$ cat config.mk
export PLATFORM = sky130hd
export DESIGN_NAME = esc_drive_mode_tracker_top
export DESIGN_NICKNAME = d
export VERILOG_FILES = /design/src/rtl/core/esc_dmt_pkg.sv /design/src/rtl/core/esc_drive_mode_tracker_top.sv
export SDC_FILE = /design/constraint.sdc
export NUM_CORES = 1
export LEC_CHECK = 0
export ABC_AREA = 1
export BUFFER_PORTS_ARGS = -buffer_cell sky130_fd_sc_hd__buf_2
export CAP_MARGIN = 5
export CORE_UTILIZATION = 45
export CTS_CLUSTER_SIZE = 10
export DETAILED_ROUTE_END_ITERATION = 8
export GPL_TIMING_DRIVEN = 0
export PLACE_DENSITY = 0.75
export REMOVE_ABC_BUFFERS = 1
export SYNTH_ARGS = -nofsm -noshare
export SYNTH_HDL_FRONTEND = slang
export SYNTH_SLANG_ARGS = --single-unit
export TNS_END_PERCENT = 100
$ cat constraint.sdc
create_clock -name clk -period 2.7 [get_ports clk]
set_input_delay 0.135 -clock clk [delete_from_list [all_inputs] [get_ports clk]]
set_output_delay 0.135 -clock clk [all_outputs]
set_load 0.02 [all_outputs]
$ cat src/rtl/core/esc_dmt_pkg.sv
`default_nettype none

package esc_dmt_pkg;

  // Register map of the configuration port
  localparam logic [2:0] REG_CONTROLLER_MODE       = 3'd0;
  localparam logic [2:0] REG_NEUTRAL_BAND_WIDE     = 3'd1;
  localparam logic [2:0] REG_NEUTRAL_BAND_NARROW   = 3'd2;
  localparam logic [2:0] REG_DISARM_TICKS          = 3'd3;
  localparam logic [2:0] REG_FORWARD_AUTO_BRAKE_ON = 3'd4;
  localparam logic [2:0] REG_REVERSE_AUTO_BRAKE_ON = 3'd5;

  localparam int CFG_INDEX_BITS = 3;
  localparam int CFG_DATA_BITS  = 10;

  // Controller modes
  localparam logic [1:0] MODE_FWD_REV           = 2'd0;
  localparam logic [1:0] MODE_FWD_BRAKE         = 2'd1;
  localparam logic [1:0] MODE_FWD_BRAKE_REV     = 2'd2;
  localparam logic [1:0] MODE_FWD_BRAKE_REV_TMO = 2'd3;

  // Item operations
  localparam logic OP_TICK   = 1'b0;
  localparam logic OP_SAMPLE = 1'b1;

  localparam int DRAW_BITS = 10;

  typedef struct packed {
    logic                 operation;
    logic signed [7:0]    throttle;
    logic [DRAW_BITS-1:0] brake_hold_draw;
    logic [DRAW_BITS-1:0] reverse_hold_draw;
  } item_t;

  typedef struct packed {
    logic going_forward;
    logic going_reverse;
    logic brake_light;
    logic armed;
  } result_t;

endpackage

`default_nettype wire

$ cat src/rtl/core/esc_drive_mode_tracker_top.sv
`default_nettype none

// ESC drive mode tracker. Each item is either one system tick or one new
// throttle sample, and each item yields exactly one result carrying the
// forward, reverse, brake and armed flags after the item is applied. The
// block takes one item per clock while item_stall is low: the whole flag and
// countdown update is one short combinational step from the state registers
// and the incoming item into the next state and the result register, so the
// next item can follow in the very next cycle. The result is registered.
// The result register decouples the two channels; item_stall rises only
// while a result is held and the downstream side stalls it. Throttle
// magnitude is compared strictly below a neutral band with hysteresis: the
// wide band applies while in neutral, the narrow band while driving. Hold
// draws of zero load one tick; draws above the counter range saturate.
// Configuration (cfg_ready is always high) must be written only while idle.
module esc_drive_mode_tracker_top #(
  parameter int COUNT_BITS = 10
) (
  input  wire                                  clk,
  input  wire                                  rst,
  input  wire                                  item_valid,
  output logic                                 item_stall,
  input  esc_dmt_pkg::item_t                   item,
  output logic                                 result_valid,
  input  wire                                  result_stall,
  output esc_dmt_pkg::result_t                 result,
  input  wire                                  cfg_valid,
  output logic                                 cfg_ready,
  input  wire [esc_dmt_pkg::CFG_INDEX_BITS-1:0] cfg_index,
  input  wire [esc_dmt_pkg::CFG_DATA_BITS-1:0]  cfg_data
);
  import esc_dmt_pkg::*;

  localparam int LOAD_BITS = (COUNT_BITS > DRAW_BITS) ? COUNT_BITS : DRAW_BITS;
  localparam logic [COUNT_BITS-1:0] COUNT_ONE = COUNT_BITS'(1);

  // Saturate a hold value into the counter range, zero becomes one tick.
  function automatic logic [COUNT_BITS-1:0] hold_load(input logic [DRAW_BITS-1:0] v);
    logic [LOAD_BITS-1:0] ext;
    logic [LOAD_BITS-1:0] cmax;
    ext  = LOAD_BITS'(v);
    cmax = LOAD_BITS'({COUNT_BITS{1'b1}});
    if (v == '0) begin
      return COUNT_ONE;
    end else if (ext > cmax) begin
      return {COUNT_BITS{1'b1}};
    end else begin
      return ext[COUNT_BITS-1:0];
    end
  endfunction

  // Configuration registers
  logic [1:0]           controller_mode;
  logic [7:0]           neutral_band_wide;
  logic [7:0]           neutral_band_narrow;
  logic [DRAW_BITS-1:0] disarm_ticks;
  logic                 forward_auto_brake_on;
  logic                 reverse_auto_brake_on;

  // Tracker state
  logic                  in_neutral, fwd_flag, rev_flag, brk_flag, armed_flag;
  logic                  disarm_pending, auto_brake_active, auto_reverse_active;
  logic [COUNT_BITS-1:0] disarm_count, auto_brake_count, auto_reverse_count;

  logic                  in_neutral_next, fwd_flag_next, rev_flag_next;
  logic                  brk_flag_next, armed_flag_next, disarm_pending_next;
  logic                  auto_brake_active_next, auto_reverse_active_next;
  logic [COUNT_BITS-1:0] disarm_count_next, auto_brake_count_next;
  logic [COUNT_BITS-1:0] auto_reverse_count_next;

  logic       item_accept;
  logic       back;
  logic [8:0] mag;
  logic [7:0] band;
  logic       is_neutral;

  assign cfg_ready   = 1'b1;
  assign item_stall  = result_valid & result_stall;
  assign item_accept = item_valid & ~item_stall;

  always_ff @(posedge clk) begin
    if (rst) begin
      controller_mode       <= MODE_FWD_BRAKE_REV;
      neutral_band_wide     <= 8'd12;
      neutral_band_narrow   <= 8'd8;
      disarm_ticks          <= DRAW_BITS'(50);
      forward_auto_brake_on <= 1'b1;
      reverse_auto_brake_on <= 1'b1;
    end else if (cfg_valid && cfg_ready) begin
      case (cfg_index)
        REG_CONTROLLER_MODE:       controller_mode       <= cfg_data[1:0];
        REG_NEUTRAL_BAND_WIDE:     neutral_band_wide     <= cfg_data[7:0];
        REG_NEUTRAL_BAND_NARROW:   neutral_band_narrow   <= cfg_data[7:0];
        REG_DISARM_TICKS:          disarm_ticks          <= cfg_data;
        REG_FORWARD_AUTO_BRAKE_ON: forward_auto_brake_on <= cfg_data[0];
        REG_REVERSE_AUTO_BRAKE_ON: reverse_auto_brake_on <= cfg_data[0];
        default: ;
      endcase
    end
  end

  // Throttle magnitude; -128 gives 128
  assign back       = item.throttle[7];
  assign mag        = back ? (9'd256 - {1'b0, item.throttle}) : {1'b0, item.throttle};
  assign band       = in_neutral ? neutral_band_wide : neutral_band_narrow;
  assign is_neutral = mag < {1'b0, band};

  always_comb begin
    in_neutral_next          = in_neutral;
    fwd_flag_next            = fwd_flag;
    rev_flag_next            = rev_flag;
    brk_flag_next            = brk_flag;
    armed_flag_next          = armed_flag;
    disarm_pending_next      = disarm_pending;
    auto_brake_active_next   = auto_brake_active;
    auto_reverse_active_next = auto_reverse_active;
    disarm_count_next        = disarm_count;
    auto_brake_count_next    = auto_brake_count;
    auto_reverse_count_next  = auto_reverse_count;

    if (item.operation == OP_TICK) begin
      // countdowns run down, flags clear at zero
      if (disarm_pending) begin
        disarm_count_next = disarm_count - COUNT_ONE;
        if (disarm_count_next == '0) begin
          disarm_pending_next = 1'b0;
          armed_flag_next     = 1'b0;
        end
      end
      if (auto_brake_active) begin
        auto_brake_count_next = auto_brake_count - COUNT_ONE;
        if (auto_brake_count_next == '0) begin
          auto_brake_active_next = 1'b0;
          brk_flag_next          = 1'b0;
        end
      end
      if (auto_reverse_active) begin
        auto_reverse_count_next = auto_reverse_count - COUNT_ONE;
        if (auto_reverse_count_next == '0) begin
          auto_reverse_active_next = 1'b0;
          rev_flag_next            = 1'b0;
        end
      end
    end else if (is_neutral) begin
      in_neutral_next = 1'b1;
      if (fwd_flag) begin
        fwd_flag_next = 1'b0;
        if (controller_mode == MODE_FWD_BRAKE_REV_TMO) begin
          disarm_pending_next = 1'b1;
          disarm_count_next   = hold_load(disarm_ticks);
        end
        if (forward_auto_brake_on) begin
          brk_flag_next          = 1'b1;
          auto_brake_active_next = 1'b1;
          auto_brake_count_next  = hold_load(item.brake_hold_draw);
        end
      end else if (rev_flag) begin
        if (!auto_reverse_active) begin
          auto_reverse_active_next = 1'b1;
          auto_reverse_count_next  = hold_load(item.reverse_hold_draw);
          if (reverse_auto_brake_on) begin
            brk_flag_next          = 1'b1;
            auto_brake_active_next = 1'b1;
            auto_brake_count_next  = hold_load(item.brake_hold_draw);
          end
        end
      end else if (brk_flag && !auto_brake_active) begin
        // manual brake released in neutral
        armed_flag_next = 1'b0;
        brk_flag_next   = 1'b0;
      end
    end else begin
      in_neutral_next        = 1'b0;
      auto_brake_active_next = 1'b0;
      disarm_pending_next    = 1'b0;
      if (back) begin
        fwd_flag_next = 1'b0;
        if (controller_mode == MODE_FWD_BRAKE || armed_flag) begin
          brk_flag_next = 1'b1;
          rev_flag_next = 1'b0;
        end else begin
          rev_flag_next            = 1'b1;
          brk_flag_next            = 1'b0;
          auto_reverse_active_next = 1'b0;
        end
      end else begin
        fwd_flag_next = 1'b1;
        rev_flag_next = 1'b0;
        brk_flag_next = 1'b0;
        if (controller_mode != MODE_FWD_REV) begin
          armed_flag_next = 1'b1;
        end
      end
    end
  end

  always_ff @(posedge clk) begin
    if (rst) begin
      in_neutral          <= 1'b1;
      fwd_flag            <= 1'b0;
      rev_flag            <= 1'b0;
      brk_flag            <= 1'b0;
      armed_flag          <= 1'b0;
      disarm_pending      <= 1'b0;
      auto_brake_active   <= 1'b0;
      auto_reverse_active <= 1'b0;
      disarm_count        <= '0;
      auto_brake_count    <= '0;
      auto_reverse_count  <= '0;
    end else if (item_accept) begin
      in_neutral          <= in_neutral_next;
      fwd_flag            <= fwd_flag_next;
      rev_flag            <= rev_flag_next;
      brk_flag            <= brk_flag_next;
      armed_flag          <= armed_flag_next;
      disarm_pending      <= disarm_pending_next;
      auto_brake_active   <= auto_brake_active_next;
      auto_reverse_active <= auto_reverse_active_next;
      disarm_count        <= disarm_count_next;
      auto_brake_count    <= auto_brake_count_next;
      auto_reverse_count  <= auto_reverse_count_next;
    end
  end

  // Result register: refilled on every item transfer, held while stalled
  always_ff @(posedge clk) begin
    if (rst) begin
      result_valid <= 1'b0;
    end else if (item_accept) begin
      result_valid <= 1'b1;
    end else if (!result_stall) begin
      result_valid <= 1'b0;
    end
  end

  always_ff @(posedge clk) begin
    if (item_accept) begin
      result.going_forward <= fwd_flag_next;
      result.going_reverse <= rev_flag_next;
      result.brake_light   <= brk_flag_next;
      result.armed         <= armed_flag_next;
    end
  end

  // Forward drive is never flagged while the wide band is selected
  a_fwd_not_neutral: assert property (@(posedge clk) disable iff (rst)
    fwd_flag |-> !in_neutral)
    else $error("forward flag set while in neutral");

  // A running auto-brake countdown always shows the brake light
  a_auto_brake_lit: assert property (@(posedge clk) disable iff (rst)
    auto_brake_active |-> brk_flag)
    else $error("auto brake active without brake flag");

  // Every transferred item leaves a result in the output register
  a_item_gives_result: assert property (@(posedge clk) disable iff (rst)
    item_accept |=> result_valid)
    else $error("item transfer without result");

endmodule

`default_nettype wire

==> results_dict.tcl <==
set metrics [dict create \
    status "finished, final reports clean" \
    synth-seq-cells 73 \
    maxSlewViolCount 0 \
    final_cell_area_sq_um 5060 \
    syn_inst 682 \
    p_per_area_nw_per_um2 562 \
    cts_root_buf "clkbuf_8" \
    yosysMostFrequentCell "nand2_1" \
    n_fill_cell 977 \
    hold_violations 0 \
    critPathTopFamily "buffers and inverters" \
    antenna_found_initial 0 \
    period_needed_ps 2440 \
    ys_seq_area_frac 0.332 \
    fmax_ghz 0.410 \
    fin_nets 784 \
    place.detailed.hpwl_mm 7.92 \
    die_area_sq_um 10500 \
    fin_hold_ws_ps 18.6 \
    crit_type "in2reg" \
    fin_crit_sh 0.903 \
    clockBufferDepth 2 \
    clock_skew_ps 10.6 \
    viasPerCell 5.20 \
    core_sq_um 9770 \
    cts.clk_slew.worst_paths_ps 70 \
    portBuffers 52 \
    avgSynthCellArea_sq_um 6.63 \
    setup_violations 0 \
    path_cells "buf_2, inv_1, nor2_1, a31oi_1, nor2_1, nand2_4, inv_4, nand3_1, a21oi_1" \
    track_usage 0.224 \
    multi_input_area_sq_um 2590 \
    p_leak_uw 0.00239 \
    wl_mm 10.9 \
    routedWlPerCell_um 12.6 \
    arrival_ps 2710 \
    final_util 0.517 \
    crit_buf_inv 3 \
    syn_area_sq_um 4520 \
    endpoint_kind "flop" \
    cts-buffers-inserted 9 \
    cp_common_cell "nor2_1" \
    synth_edf_count 4 \
    synth_top_area_share 0.305 \
    cp_slowest_cell "buf_2" \
    critPathMaxStageDelay_ps 720 \
    antenna_cells 0 \
    die_h_um 102 \
    drc 0 \
    grt_pass1_vias 4212 \
    critPathLaunchType "primary input" \
    crit_fanout 49 \
    tightest_slew_ps 967 \
    grt_max_degree 50 \
    ant_nets 0 \
    drt_pass1_iterations 5 \
    grt_pass1_wl_mm 18.4 \
    crit_required_ps 2980 \
    yosys_warnings 0 \
    start_util 0.463 \
    synthTopCellsByCount "nand2_1, nor2_1, inv_1" \
    overflow 0 \
    synthFlopType "dfxtp_1" \
    cts_tree "yes" \
    drtIter0Drc 212 \
    fp-row-count 36 \
    post_route_cells_drive_above_1_share 0.135 \
    ir_drop_mv 0.357 \
    gp_congestion 0.884 \
    hold_path.class "in2reg" \
    synthTopCellsByArea "dfxtp_1, nand2_1, nor2_1" \
    cts_max_level 3 \
    die_x_um 102 \
    clkLatencyLatePin_ps 350 \
    final-seq-area_sq_um 1510 \
    cts_sinks 73 \
    area_delta_synth_final_pct 11.8 \
    post-cts-setup-buffer-count 0 \
    rsz0062_at_grt "false" \
    async_flop_share 0 \
    dpl-instance-area_sq_um 4820 \
    synthDistinctLibCells 44 \
    relSlewSlack 0.356 \
    maxCapViolCount 0 \
    pin_count 54 \
    vias 4474 \
    synth_top_area_cell "dfxtp_1" \
]
[cell usage in the layout, fill, tap and decap left out, types with 2 or more instances in the layout]
cell | netlist | final
nand2_1 | 147 | 147
nor2_1 | 99 | 99
inv_1 | 70 | 70
dfxtp_1 | 69 | 68
a21oi_1 | 65 | 65
o21ai_0 | 58 | 58
buf_2 | 6 | 52
nand3_1 | 40 | 40
ha_1 | 14 | 14
nand4_1 | 13 | 13
o21ai_1 | 13 | 13
clkbuf_8 | 1 | 10
mux2i_1 | 8 | 8
xor2_1 | 7 | 7
nor2_2 | 6 | 6
xnor2_1 | 5 | 5
nand2_2 | 4 | 4
edfxtp_1 | 4 | 4
inv_2 | 3 | 3
nand3b_1 | 3 | 3
nand2_4 | 3 | 3
nor4_1 | 3 | 3
nor2_4 | 2 | 2
and3_1 | 2 | 2
nand3_2 | 2 | 2
o31ai_1 | 2 | 2
o211ai_1 | 2 | 2
a21oi_2 | 2 | 2
inv_4 | 1 | 2
o21ai_2 | 3 | 2
bufinv_16 | 0 | 2
[repair_timing]
item,CTS,global route
gates resized for setup,1,2
setup endpoints to repair,10,10
hold buffers,0,0
[per-layer routing]
metal / share of wire / up-vias / global-route usage
met5: 0 / - / 0
met4: 0.017 / 0 / 0.0890
met3: 0.054 / 18 / 0.0458
met2: 0.48 / 136 / 0.386
met1: 0.45 / 2008 / 0.272
li1: - / 2312 / -
[cell type report]
cell class                 instances  share of cell area
clock inverter                     6              0.0176
timing repair buffer              53              0.0569
inverter                          75              0.0562
tap                              133              0.0329
multi-input combinational        511               0.512
sequential                        73               0.298
clock buffer                      10              0.0272
[state kept, by name (all words and copies together), names as in the netlist, 2 cells and up]
register	flops
auto_brake_count	10
auto_reverse_count	10
controller_mode	2
disarm_count	10
disarm_ticks	10
neutral_band_narrow	8
neutral_band_wide	8
result	4
[through the flow]
step / power [uW] / setup TNS (ps) / instances / setup slack (ps)
2_1_floorplan: 1680 / 0 / 659 / 567
3_3_place_gp: 1850 / -220 / 844 / -24.9
3_5_place_dp: 1870 / -542 / 845 / -63.6
4_1_cts: 2850 / 0 / 861 / 131
5_1_grt: 3010 / 0 / 861 / 31.0
6_report: 2840 / 0 / 861 / 261
[logic make-up after synthesis]
family                   after synthesis  synth area share
other                                  1          0.000829
multiplexers                           8            0.0177
buffers and inverters                 98            0.0976
AND/OR/NAND/NOR                      327             0.317
flip-flops                            73             0.332
AO/OA/AOI/OAI                        149             0.173
XOR/XNOR                              12            0.0232
adder cells (fa/ha/maj)               14            0.0387
[worst paths after layout]
kind | from | end | slack [ps] | cells past startpoint
max reg2reg | in_neutral | auto_brake_count[0] | 300 | 12
max | item[28] | auto_reverse_count[0] | 260 | 9
min | cfg_data[3] | neutral_band_wide[3] | 20 | 3
min reg2reg | neutral_band_narrow[3] | neutral_band_narrow[3] | 480 | 2
[worst register-to-register path, stage by stage (launching register included)]
cell and delay [ps]:
dfxtp_4 460, mux2i_1 280, ha_1 280, a21o_1 160, nand2_1 50, nand2_1 60, inv_1 130, nand4_2 210
o21ai_4 230, nand2_2 230, nand2_1 110, nand2_1 60, nor2_1 80
[power breakdown]
part,switching [uW],leakage [uW],internal (uW)
combinational,424,0.00167,243
clock,432,0.000117,549
sequential,48.9,0.000602,1140
total,905,0.00239,1940
No activity file was read; power rests on OpenSTA's default activity.
